$ cat config.mk
export PLATFORM = sky130hd
export DESIGN_NAME = brc_queue
export DESIGN_NICKNAME = d
export VERILOG_FILES = /design/src/brc_pkg.sv /design/src/brc_queue.sv
export SDC_FILE = /design/constraint.sdc
export NUM_CORES = 1
export LEC_CHECK = 0
export ABC_AREA = 1
export CORE_ASPECT_RATIO = 2
export CORE_MARGIN = 4
export CORE_UTILIZATION = 30
export DETAILED_ROUTE_END_ITERATION = 10
export DONT_BUFFER_PORTS = 1
export SETUP_SLACK_MARGIN = 0.4
export SYNTH_ARGS = -nofsm -noshare
export SYNTH_HDL_FRONTEND = slang
export SYNTH_SLANG_ARGS = --single-unit
$ cat constraint.sdc
create_clock -name clk -period 3.69 [get_ports clk]
set_input_delay 0.9225 -clock clk [delete_from_list [all_inputs] [get_ports clk]]
set_output_delay 0.9225 -clock clk [all_outputs]
set_load 0.01 [all_outputs]
$ cat src/brc_pkg.sv
// Shared types and constants for the bandwidth reservation calendar.
// Used by brc_front, brc_queue, brc_back and the top level; no dependencies.
package brc_pkg;

    localparam int DATA_W      = 32;
    localparam int DEF_WINDOW  = 4096;
    // Largest supported window is 65536 units: slot and count fields are sized for it
    localparam int SLOT_MAX_W  = 16;
    localparam int CNT_MAX_W   = 17;
    // Command queue depth, a power of two
    localparam int QUEUE_DEPTH = 2;
    localparam int QPTR_W      = $clog2(QUEUE_DEPTH);

    localparam logic [DATA_W-1:0] CAP_RESET = '1;

    // Input command codes
    localparam logic CMD_ADVANCE = 1'b0;
    localparam logic CMD_RESERVE = 1'b1;

    // Result codes
    typedef logic [1:0] status_t;
    localparam status_t ST_OK       = 2'd0;
    localparam status_t ST_OVER_CAP = 2'd1;
    localparam status_t ST_BEYOND   = 2'd2;

    // Work handed from front to back
    typedef enum logic [1:0] {
        OP_NOP,
        OP_CLEAR,
        OP_RESERVE
    } op_t;

    typedef struct packed {
        op_t                   op;
        status_t               status;
        logic [SLOT_MAX_W-1:0] slot;
        logic [CNT_MAX_W-1:0]  count;
        logic [DATA_W-1:0]     bw;
    } q_entry_t;

    // Back end status seen by the front end
    typedef struct packed {
        logic init_busy;
    } back_stat_t;

    typedef enum logic [2:0] {
        BK_INIT,
        BK_IDLE,
        BK_CHECK,
        BK_ADD,
        BK_CLEAR,
        BK_RESULT
    } back_state_t;

endpackage

$ cat src/brc_queue.sv
// Short command queue between front and back end.
// Depends on brc_pkg for the entry type and depth.
module brc_queue (
    input  logic              clk,
    input  logic              rst_n,
    input  logic              push,
    input  brc_pkg::q_entry_t push_entry,
    output logic              full,
    input  logic              pop,
    output logic              q_valid,
    output brc_pkg::q_entry_t head
);
    import brc_pkg::*;

    q_entry_t          entry_reg [QUEUE_DEPTH];
    logic [QPTR_W-1:0] wr_ptr_reg;
    logic [QPTR_W-1:0] rd_ptr_reg;
    logic [QPTR_W:0]   fill_reg, fill_next;

    assign full    = (fill_reg == (QPTR_W+1)'(QUEUE_DEPTH));
    assign q_valid = (fill_reg != '0);
    assign head    = entry_reg[rd_ptr_reg];

    // Track occupancy
    always_comb
    begin
        fill_next = fill_reg;
        case ({push, pop})
            2'b10:   fill_next = fill_reg + 1'b1;
            2'b01:   fill_next = fill_reg - 1'b1;
            default: fill_next = fill_reg;
        endcase
    end

    // Advance pointers
    always_ff @(posedge clk or negedge rst_n)
    begin
        if (!rst_n)
        begin
            wr_ptr_reg <= '0;
            rd_ptr_reg <= '0;
            fill_reg   <= '0;
        end
        else
        begin
            fill_reg <= fill_next;
            if (push)
            begin
                wr_ptr_reg <= wr_ptr_reg + 1'b1;
            end
            if (pop)
            begin
                rd_ptr_reg <= rd_ptr_reg + 1'b1;
            end
        end
    end

    // Store entries
    always_ff @(posedge clk)
    begin
        if (push)
        begin
            entry_reg[wr_ptr_reg] <= push_entry;
        end
    end

endmodule

### After elaboration in Yosys (flattened, before gate mapping)

Memories as Yosys holds them, arrays and structs flattened.
Index checks and enable logic that the tools add are counted.

| word-level totals | value |
|---|---|
| bits in registers | 4 |
| bits in writable memories | 138 |
| bits of input ports | 73 |
| output and inout bits | 71 |
| logic and storage cells | 16 |
| memories | 1 |

Memory list:

| name | words | bits a word | rd ports | clocked after memory_dff | wr ports | RTL line | text |
|---|---|---|---|---|---|---|---|
| entry_reg | 2 | 69 | 1 | 0 | 1 | brc_queue.sv:15 | `q_entry_t entry_reg [QUEUE_DEPTH];` |

| cells by class | value |
|---|---|
| $add $sub $neg | 4 |
| eq/ne operators | 3 |
| muxes and demuxes | 3 |
| reduce and logical (&&, ||, !) cells | 2 |

Operators with widths:

| operator | count |
|---|---|
| 2-bit == test (second input constant) | 2 |
| 2-bit one-hot mux with 2 select lines | 1 |
| 2-bit nonzero test | 2 |
| 1-bit adder (second input constant) | 2 |
| 2-bit by 1-bit adder with 2-bit output (second input constant) | 1 |
| 2-bit by 1-bit == test with 1-bit output (second input constant) | 1 |
| 1-bit 2-to-1 mux | 2 |
| 2-bit by 1-bit subtractor with 2-bit output (second input constant) | 1 |

### Depth between registers and ports, before layout

| depth | value |
|---|---|
| depth after elaboration | 2 |
| mapped depth | 7 |
| mapped depth without buffers | 7 |

### Worst setup path after synthesis

Ideal clock, no wire load.

| timing | value |
|---|---|
| kind | input to register |
| start point | input port push |
| end point | memory entry_reg[0][0] (netlist name), enable pin |
| library setup time | 498 ps |
| data arrival time | 3,875 ps |
| required time | 3,192 ps |
| setup slack | -683 ps |
| cell stages on the path | 2 |
| buffers on the path | 0 |
| path through | inv_1 > nor2_1 |

| on the way | value |
|---|---|
| word-level cells in the longest chain between the ends | 2 |

RTL lines:

| what | RTL line | text |
|---|---|---|
| from (decl) | brc_queue.sv:6 | `input logic push,` |
| 1-bit 2-to-1 mux | brc_queue.sv:61 | `if (push)` |
| 1-bit 2-to-1 mux (not written as such) | brc_queue.sv:63 | `entry_reg[wr_ptr_reg] <= push_entry;` |
| to (decl) | brc_queue.sv:15 |  |

No other way between the ends.

==> results.json <==
{
  "status": "completed",
  "wirelength_mm": 10.2,
  "syn_to_final_growth_pct": 15.0,
  "yosys.area.top_type": "edfxtp_1",
  "hold_viol": 0,
  "via_per_inst": 4.33,
  "synth_edf_count": 138,
  "dp.cells": 583,
  "drc": 0,
  "critPathKind": "reg -> out",
  "layout-drive-gt1-share_pct": 8.64,
  "regArea_sq_um": 4250,
  "clock_latency_ps": 410,
  "grtUsageTotal_pct": 10.3,
  "grt_pass1_vias": 2647,
  "synth_cells": 384,
  "rows": 68,
  "synthDominantCellAreaShare_pct": 78.0,
  "overflow": 0,
  "die_h_um": 196,
  "cts_tree": "built",
  "worst_pin_slew_ps": 885,
  "p_per_area_nw_per_um2": 808,
  "drt-pass1-iter-count": 4,
  "seq_area_frac_synth_pct": 79.9,
  "place_hpwl_mm": 7.08,
  "cp-end-kind": "output pin",
  "num_antenna_cells": 0,
  "post_cts_resized": 0,
  "fillers": 1676,
  "grt_max_degree": 103,
  "period_share_pct": 81.8,
  "grt_pass1_wl_mm": 14.7,
  "cp-start-kind": "register",
  "relSlewSlack_pct": 41.0,
  "finalCriticalPeriod_ps": 3020,
  "multi_input_area_sq_um": 692,
  "synth_area_per_cell_sq_um": 13.8,
  "mappedNetlistArea_sq_um": 5310,
  "io_buffers": 0,
  "cts_hold_buf": 0,
  "cts_buffers": 17,
  "synth.distinct_cells": 16,
  "die_w_um": 102,
  "ios": 144,
  "async_reset_ff_share_pct": 2.82,
  "instances_no_fill": 615,
  "post_cts_buffers": 0,
  "coreArea_sq_um": 17400,
  "cp_max_fo": 102,
  "wl_per_cell_um": 16.6,
  "yosys_warnings": 0,
  "cts_num_sinks": 142,
  "die_area_sq_um": 20000,
  "tns_ps": 0,
  "root_buffer": "clkbuf_16",
  "clk_path_buf_depth": 2,
  "hold_slack_ps": 205,
  "synth.most_common_cell": "edfxtp_1",
  "ctsHtreeMaxLevel": 4,
  "leakage_nw": 2.34,
  "start_util_pct": 30.6,
  "path_clk_slew_ps": 60,
  "cp.arrival_ps": 2090,
  "synthTopCellsByCount": "138 x edfxtp_1, 75 x inv_1, 75 x nand2_1",
  "nets": 466,
  "synth_nets": 458,
  "fin_skew_ps": 6.58,
  "setup_violations": 0,
  "min_path_type": "in -> async",
  "max-vdd-ir-drop_uv": 578,
  "vias": 2662,
  "antenna_found_initial": 0,
  "clock.fmax_mhz": 331,
  "yosys_register_bits": 142,
  "synthTopCellsByArea": "edfxtp_1 78%, o21ai_0 5.9%, inv_1 5.3%, nand2_1 5.3%, dfrtp_1 1.9%",
  "rsz0062_at_grt": "false",
  "ant_nets": 0,
  "drv_cap": 0,
  "drt-initial-drc-count": 157,
  "slew_violations": 0,
  "cp.required_ps": 2770,
  "routabilityCongestion": 0.817,
  "largest_reg_flops": 138,
  "synth-main-ff-cell": "edfxtp_1"
}
[cell usage in the layout (no fill, tap or decap), types with 2 or more instances in the layout]
cell type	instances
dfrtp_1	3
xor2_1	2
o21ai_0	63
clkinv_2	5
edfxtp_1	138
nand2_1	75
o21ai_1	6
clkbuf_8	4
inv_1	74
clkbuf_16	17
buf_4	3
clkbuf_1	4
bufinv_16	2
[path summary, 6_finish.rpt]
check	from	end	slack [ps]	cells past startpoint
worst max-delay path	rd_ptr_reg	head[34]	670	3
worst min-delay path	rst_n	fill_reg[0]	200	0
worst max register to register	wr_ptr_reg	entry_reg[1][38]	1910	3
worst min register to register	fill_reg[1]	fill_reg[1]	510	2
max in group asynchronous	rst_n	rd_ptr_reg	3410	0
min in group clk	fill_reg[1]	fill_reg[1]	510	2
[power by group]
part	total, mW	switching (mW)	leakage, nW	internal [mW]
clock	1.66	0.594	0.291	1.06
combinational	0.916	0.717	0.707	0.198
sequential	2.37	0.220	1.34	2.15
total	4.94	1.53	2.34	3.41
[cell type report]
type	instances	area share, %
Sequential cell	142	69.6
Multi-Input combinational cell	152	11.3
Inverter	75	4.61
Clock buffer	25	8.11
Timing Repair Buffer	4	0.697
Tap cell	210	4.30
Clock inverter	7	1.39
[per-stage QoR]
step | power [mW] | utilization (%) | instance area (sq um) | setup WS [ps]
floorplan | 3.14 | - | 5320 | 514
global placement | 3.32 | 31.8 | 5530 | 1100
detailed placement | 3.36 | 31.8 | 5530 | 1040
CTS | 5.03 | 35.2 | 6110 | 583
global route | 5.21 | 35.2 | 6110 | 431
finish | 4.94 | 35.2 | 6110 | 673
[logic make-up (layout without fill, tap and decap cells)]
kind of cell / after synthesis / after routing / share of synthesized area [%]
compound gates: 69 / 69 / 6.50
xor+xnor: 3 / 3 / 0.495
fa+ha+maj: 1 / 1 / 0.235
buf+inv: 90 / 111 / 7.23
flops: 142 / 142 / 79.9
simple gates: 79 / 79 / 5.65
[worst max-delay path, cell delays in order (launching register included)]
cell	delay, ps
dfrtp_4	990
buf_4	420
nand2_1	90
o21ai_0	170
[layer usage]
metal | vias to the layer above | routed length (um) | GRT usage [%]
li1 | 1306 | - | -
met1 | 1252 | 3150 | 8.73
met2 | 88 | 6000 | 19.0
met3 | 16 | 737 | 4.09
met4 | 0 | 310 | 6.47
met5 | - | 0 | 0
(Power assumes the default switching activity.)
