==> src/brc_pkg.sv <==
// Shared types and constants for the bandwidth reservation calendar.
// Used by brc_front, brc_queue, brc_back and the top level; no dependencies.
package brc_pkg;

    localparam int DATA_W      = 32;
    localparam int DEF_WINDOW  = 4096;
    // Largest supported window is 65536 units: slot and count fields are sized for it
    localparam int SLOT_MAX_W  = 16;
    localparam int CNT_MAX_W   = 17;
    // Command queue depth, a power of two
    localparam int QUEUE_DEPTH = 2;
    localparam int QPTR_W      = $clog2(QUEUE_DEPTH);

    localparam logic [DATA_W-1:0] CAP_RESET = '1;

    // Input command codes
    localparam logic CMD_ADVANCE = 1'b0;
    localparam logic CMD_RESERVE = 1'b1;

    // Result codes
    typedef logic [1:0] status_t;
    localparam status_t ST_OK       = 2'd0;
    localparam status_t ST_OVER_CAP = 2'd1;
    localparam status_t ST_BEYOND   = 2'd2;

    // Work handed from front to back
    typedef enum logic [1:0] {
        OP_NOP,
        OP_CLEAR,
        OP_RESERVE
    } op_t;

    typedef struct packed {
        op_t                   op;
        status_t               status;
        logic [SLOT_MAX_W-1:0] slot;
        logic [CNT_MAX_W-1:0]  count;
        logic [DATA_W-1:0]     bw;
    } q_entry_t;

    // Back end status seen by the front end
    typedef struct packed {
        logic init_busy;
    } back_stat_t;

    typedef enum logic [2:0] {
        BK_INIT,
        BK_IDLE,
        BK_CHECK,
        BK_ADD,
        BK_CLEAR,
        BK_RESULT
    } back_state_t;

endpackage

==> src/brc_front.sv <==
// Front end: accepts input items, tracks current time and the ring base,
// classifies each item into a queue entry. Depends on brc_pkg.
module brc_front #(
    parameter int WINDOW = brc_pkg::DEF_WINDOW
) (
    input  logic                         clk,
    input  logic                         rst_n,
    input  logic                         in_valid,
    output logic                         in_ready,
    input  logic                         command,
    input  logic [brc_pkg::DATA_W-1:0]   new_time,
    input  logic [brc_pkg::DATA_W-1:0]   start_offset,
    input  logic [brc_pkg::DATA_W-1:0]   duration,
    input  logic [brc_pkg::DATA_W-1:0]   bandwidth,
    input  brc_pkg::back_stat_t          bk_stat,
    input  logic                         q_full,
    output logic                         q_push,
    output brc_pkg::q_entry_t            q_entry
);
    import brc_pkg::*;

    localparam int SLOT_W = $clog2(WINDOW);
    localparam int CNT_W  = $clog2(WINDOW + 1);
    localparam logic [DATA_W:0]   WIN_WIDE = (DATA_W+1)'(WINDOW);
    localparam logic [DATA_W-1:0] WIN_D    = DATA_W'(WINDOW);
    localparam logic [SLOT_W:0]   WIN_S    = (SLOT_W+1)'(WINDOW);

    logic [DATA_W-1:0] cur_time_reg, cur_time_next;
    logic [SLOT_W-1:0] base_reg, base_next;

    logic [DATA_W-1:0] gap;
    logic              gap_full;
    logic [DATA_W:0]   span_end;
    logic [SLOT_W:0]   adv_sum;
    logic [SLOT_W:0]   res_sum;
    logic [SLOT_W-1:0] adv_base;
    logic [SLOT_W-1:0] res_slot;

    // Hold items while the ring is being cleared or the queue is full
    assign in_ready = !q_full && !bk_stat.init_busy;
    assign q_push   = in_valid && in_ready;

    // Advance: distance moved and the rotated ring base
    assign gap      = new_time - cur_time_reg;
    assign gap_full = (gap >= WIN_D);
    assign adv_sum  = {1'b0, base_reg} + {1'b0, gap[SLOT_W-1:0]};
    assign adv_base = (adv_sum >= WIN_S) ? SLOT_W'(adv_sum - WIN_S) : adv_sum[SLOT_W-1:0];

    // Reserve: end of span relative to now and the first slot
    assign span_end = {1'b0, start_offset} + {1'b0, duration};
    assign res_sum  = {1'b0, base_reg} + {1'b0, start_offset[SLOT_W-1:0]};
    assign res_slot = (res_sum >= WIN_S) ? SLOT_W'(res_sum - WIN_S) : res_sum[SLOT_W-1:0];

    // Classify the item
    always_comb
    begin
        cur_time_next   = cur_time_reg;
        base_next       = base_reg;
        q_entry.op      = OP_NOP;
        q_entry.status  = ST_OK;
        q_entry.slot    = '0;
        q_entry.count   = '0;
        q_entry.bw      = bandwidth;
        if (command == CMD_ADVANCE)
        begin
            if (new_time > cur_time_reg)
            begin
                q_entry.op    = OP_CLEAR;
                q_entry.slot  = SLOT_MAX_W'(base_reg);
                q_entry.count = gap_full ? CNT_MAX_W'(WINDOW) : CNT_MAX_W'(gap[CNT_W-1:0]);
                cur_time_next = new_time;
                // A jump of a full window empties the ring, so any base will do
                base_next     = gap_full ? base_reg : adv_base;
            end
        end
        else
        begin
            if (duration == '0)
            begin
                q_entry.status = ST_OK;
            end
            else if (span_end > WIN_WIDE)
            begin
                q_entry.status = ST_BEYOND;
            end
            else
            begin
                q_entry.op    = OP_RESERVE;
                q_entry.slot  = SLOT_MAX_W'(res_slot);
                q_entry.count = CNT_MAX_W'(duration[CNT_W-1:0]);
            end
        end
    end

    // Time and ring base registers
    always_ff @(posedge clk or negedge rst_n)
    begin
        if (!rst_n)
        begin
            cur_time_reg <= '0;
            base_reg     <= '0;
        end
        else if (q_push)
        begin
            cur_time_reg <= cur_time_next;
            base_reg     <= base_next;
        end
    end

endmodule

==> config.mk <==
export PLATFORM = sky130hd
export DESIGN_NAME = brc_front
export DESIGN_NICKNAME = d
export VERILOG_FILES = /design/src/brc_pkg.sv /design/src/brc_front.sv
export SDC_FILE = /design/constraint.sdc
export NUM_CORES = 1
export LEC_CHECK = 0
export ABC_CLOCK_PERIOD_IN_PS = 3550
export CAP_MARGIN = 0
export CORE_UTILIZATION = 35
export CTS_BUF_LIST = sky130_fd_sc_hd__clkbuf_8 sky130_fd_sc_hd__clkbuf_16
export DETAILED_ROUTE_END_ITERATION = 12
export DONT_BUFFER_PORTS = 1
export GPL_TIMING_DRIVEN = 0
export PLACE_DENSITY = 0.57
export SYNTH_ARGS = -nofsm -noshare
export SYNTH_HDL_FRONTEND = slang
export SYNTH_SLANG_ARGS = --single-unit
==> constraint.sdc <==
create_clock -name clk -period 3.55 [get_ports clk]
set_clock_uncertainty 0.05 [all_clocks]
set_input_delay 0.1775 -clock clk [delete_from_list [all_inputs] [get_ports clk]]
set_output_delay 0.1775 -clock clk [all_outputs]
set_load 0.005 [all_outputs]
## After elaboration in Yosys (flattened, before gate mapping)

Index checks and enable logic that the tools add are counted.

- Output and inout port bits: 71
- Input bits: 134
- Register bits after elaboration: 44
- ROM bits: 0
- Memories: 0
- Bits in latches: 0
- Bits in writable memories: 0

- Divide/modulo/power cells: 0
- Shifts and indexed selects: 0
- Reductions and logical operators: 7
- Equality and inequality tests: 0
- Order comparisons: 5
- Multiply operators: 0
- Add/subtract/negate cells: 6
- Bitwise operators: 2
- Mux-type cells: 14

Operators with widths:

| operator | number |
|---|---|
| 33-bit two-way mux | 2 |
| 29-bit two-way mux | 2 |
| 32-bit by 32-bit adder with 33-bit output | 1 |
| 33-bit by 13-bit greater-than comparator with 1-bit output (second input constant) | 1 |
| 32-bit by 13-bit greater-or-equal comparator with 1-bit output (second input constant) | 1 |
| 32-bit greater-than comparator | 1 |
| 32-bit zero test | 1 |
| 32-bit subtractor | 1 |
| 12-bit by 12-bit adder with 13-bit output | 2 |
| 13-bit greater-or-equal comparator (second input constant) | 2 |
| 12-bit two-way mux | 2 |
| 12-bit by 1-bit subtractor with 12-bit output (second input constant) | 2 |
| 13-bit two-way mux | 1 |
| 2-bit two-way mux | 6 |
| 4-bit AND reduction | 1 |
| 3-bit AND reduction | 1 |
| 1-bit logical AND | 2 |
| 1-bit zero test | 2 |
| 1-bit inverter | 2 |
| 1-bit two-way mux | 1 |

## Logic depth before layout (Yosys ltp)

- Depth in word-level cells: 6
- Depth in mapped cells: 18
- Depth with buffers taken out: 18

## Worst setup path after synthesis

Ideal clock, no wire load.

- Path kind: reg2reg
- From: reg cur_time_reg[0]
- To: reg base_reg[10]
- Library setup time: 0.125 ns
- Path buffers: 1
- Required time: 3.375 ns
- Path slack: -0.109 ns
- Clock period less this slack: 3.659 ns
- Arrival: 3.484 ns
- Stages on the path, launching flop included: 15
- Cell sequence: dfrtp_1 -> ha_1 -> inv_1 -> fa_1 -> nand3_1 -> nand2_1 -> a311oi_1 -> a21oi_1 -> o41ai_1 -> xnor2_1 -> nand4b_1 -> or4_4 -> nor3_4 -> buf_12 -> mux2_4

- Longest elaborated chain between the ends: 4

RTL lines:

| item | line | RTL |
|---|---|---|
| start, declared | brc_front.sv:28 | `logic [DATA_W-1:0] cur_time_reg, cur_time_next;` |
| start signal, assigned | brc_front.sv:105 | `cur_time_reg <= cur_time_next;` |
| 32-bit subtractor | brc_front.sv:44 | `assign gap = new_time - cur_time_reg;` |
| 12-bit by 12-bit adder with 13-bit output / 32-bit by 13-bit greater-or-equal comparator with 1-bit output (equally long branches) | brc_front.sv:46, brc_front.sv:45 |  |
| 12-bit by 1-bit subtractor with 12-bit output (tied with other cells) | brc_front.sv:47 | `assign adv_base = (adv_sum >= WIN_S) ? SLOT_W'(adv_sum - WIN_S) : adv_sum[SLOT_W-1:0];` |
| 12-bit two-way mux / 4-bit AND reduction (equally long branches) | n/a |  |
| end signal, assigned | brc_front.sv:106 | `base_reg <= base_next;` |
| end, declared | brc_front.sv:29 | `logic [SLOT_W-1:0] base_reg, base_next;` |

Parallel ways exist; a longest one is shown, timed or not.
A chain may end at the register's enable or synchronous reset.

==> reports/results.tsv <==
metric	value	unit
chip width	148	um
P per Cell Area	601	nW/um^2
most frequent cells in the layout	buf_4 (92), a21oi_1 (71), ha_1 (66)	
ant diodes	0	
synth warn	0	
Int Pwr	3.02	mW
Flop pwr share	13.5	%
Synth cell types	94	
Syn Area/Cell	7.99	um^2
# rows	53	
area grow syn2layout	27.0	%
CTS sink count	44	
Final GP Congestion	0.924	
drt pass-1 iters	5	
largest net degree at the start of global routing	45	
Design Power	5.72	mW
Worst setup SP type	register	
FF-to-FF End	base_reg[1]	
failing checks	negative setup slack	
Slew headroom	31.0	%
commonest non-fill, non-tap cell in the layout	buf_4	
fraction of layout cells with a size suffix above 1	28.0	%
number of flip-flops under the largest register name	32	
Max IR drop VDD	0.000393	V
LEAKAGE	4.10	nW
vias in the first global route	7092	
Tot GR Track Use	20.8	%
DRT Wirelength	23500	um
CTS max path bufs	2	
IO Pins	205	
Final Hold Viols	0	
final count of negative-setup-slack endpoints	28	
post-route ant nets	0	
post-route insts no fill	1305	
ys async rst share	100	%
initial antenna violation count	0	
Worst Hold Depth	2	
WP data required	3.32	ns
area leader, netlist	dfrtp_1	
Max Fclk	0.247	GHz
root buffer cell	clkbuf_16	
H-tree depth	2	
Comb pwr share	77.2	%
worst-path maximum fanout	5	
RSZ-0062 raised after global routing	true	
DP Cell Count	1221	
Hold WS	0.0835	ns
core area	21000	um^2
cells after synthesis	938	
worst setup path category	register to output pin	
first-pass GRT wire length	36700	um
hold_sp	new_time[0]	
Post-synth EDFFs	0	
crit path DAT	3.82	ns
element type at the critical path end	output pin	
Synth Flop Type	dfrtp_1	
Max Slew Vio Count	0	
depth of the worst register-to-register path	15	
Hold/Removal Path Class	input pin to register	
wire length per cell	18.0	um
Nets	1253	
min Tclk post-route	4.05	ns
Die Y	148	um
Synth area leaders	dfrtp_1 (15%), ha_1 (14%), a21oi_1 (5.9%), mux2_2 (5.1%), buf_4 (4.7%)	
residual DRC count	0	
sequential share of the synthesized area	14.7	%
Clock Pin Slew Worst Setup and Hold Paths	0.06	ns
status	finished, violations left	
Final Cycle Share	114	%
clock power share	9.3	%
Max-Cap Viols	0	
Die Area	22000	um^2
remaining global-route overflow	0	
hold path endpoint	cur_time_reg[0]	
cts bufs inserted	5	
RR Startpoint	cur_time_reg[3]	
R2R Setup Slk	-0.49	ns
Vias/cell	5.73	
Sw Share	47.2	%
Skew-Pair Late Insertion Delay	0.29	ns
Buffers on Ports	0	
DR vias	7479	
final worst setup slack	-0.501	ns
Worst-Margin Slew	1.01	ns
Synth Register Bits	44	
Post-Syn Area	7500	um^2
initial DRC count	352	
DP HPWL	18300	um
final core utilization	45.3	%
initial core utilization	35.7	%
Net Switching	2.70	mW
post-synth top area share	14.7	%
TritonCTS clock tree	built	
-- power groups by stage --
stage                     clock (mW)  sequential [mW]  combinational [mW]
after global routing           0.568            0.796                4.83
after detailed placement           0            0.777                3.52
final                          0.531            0.772                4.42
after CTS                      0.549            0.771                4.17
after global placement             0            0.767                3.50
after floorplan                    0            0.755                2.84
-- kinds of logic (layout without fill, tap and decap cells) --
group / after synthesis / count (layout) / share of synthesized area, %
multiplexers: 50 / 50 / 7.84
buffers and inverters: 134 / 218 / 9.93
adder cells (fa/ha/maj): 90 / 90 / 15.4
other: 1 / 9 / 0.0500
AO/OA/AOI/OAI: 307 / 307 / 27.6
flip-flops: 44 / 44 / 14.7
AND/OR/NAND/NOR: 263 / 263 / 18.7
XOR/XNOR: 49 / 49 / 5.72
-- routing by layer --
layer | vias up | wire (um) | GRT usage [%]
met3 | 25 | 1180 | 2.24
met1 | 3585 | 10100 | 26.0
met5 | - | 0 | 0
li1 | 3657 | - | -
met4 | 0 | 433 | 5.00
met2 | 212 | 11800 | 38.0
-- worst max-delay path, stage by stage (launching register included) --
cell and delay [ns]:
dfrtp_1 0.35, inv_2 0.05, ha_4 0.29, a21oi_4 0.05
or2b_1 0.28, a31o_4 0.28, nand3_4 0.09, nand4_4 0.10
a311o_1 0.34, or4_4 0.50, or4_4 0.58, nor3_4 0.26
buf_6 0.18, a22o_1 0.16
-- area by class of cell --
class / instances / area (um^2)
Buffer: 69 / 543
Clock buffer: 5 / 125
Clock inverter: 3 / 38.8
Fill cell: 2088 / 11500
Inverter: 56 / 210
Multi-Input combinational cell: 768 / 6360
Sequential cell: 44 / 1100
Tap cell: 275 / 344
Timing Repair Buffer: 85 / 793
-- timing repair --
action / 4_1_cts / 5_1_grt
gates resized for setup: 118 / 46
hold buffers: 33 / 0
pin swaps: 59 / 25
endpoints found under the setup margin: 67 / 56
setup buffers: 37 / 12
cloned: 3 / 0
hold endpoints to repair: 75 / 0
-- per-stage QoR --
stage | setup TNS, ns | worst slack, ns | area (um^2)
finish | -11.82 | -0.501 | 9520
floorplan | 0 | 0.00251 | 7540
global placement | -31.74 | -0.608 | 7890
detailed placement | -30.88 | -0.641 | 7890
global route | -15.82 | -0.625 | 9520
CTS | -8.78 | -0.432 | 9270
-- how the worst max path moves through the flow --
stage / from / to / slack (ns) / cells past startpoint
5_1_grt: cur_time_reg[14] / q_entry[34] / -0.63 / 14
3_5_place_dp: cur_time_reg[0] / q_entry[43] / -0.64 / 14
3_3_place_gp: cur_time_reg[19] / q_entry[43] / -0.61 / 14
2_1_floorplan: start_offset[0] / q_entry[56] / 0.003 / 13
6_report: cur_time_reg[3] / q_entry[34] / -0.50 / 13
4_1_cts: cur_time_reg[3] / q_entry[38] / -0.43 / 14
-- synthesized netlist by cell type, drive strengths merged (6+ instances only) --
library cell   n
a211oi        12
clkbuf        18
mux2i          7
and2          13
a21oi         91
a21boi         7
ha            86
dfrtp         44
a31oi         11
o21a          15
or4            7
xor2          21
nand2         66
and3           7
mux2          43
or3            6
a21o          19
nor2          49
buf           59
o21bai        12
inv           56
o211ai         7
a311oi         6
nor3          18
nor4          14
xnor2         28
o21ai         52
nand3         29
nand4         24
a22o          22
No activity file was read; power rests on OpenSTA's default activity.
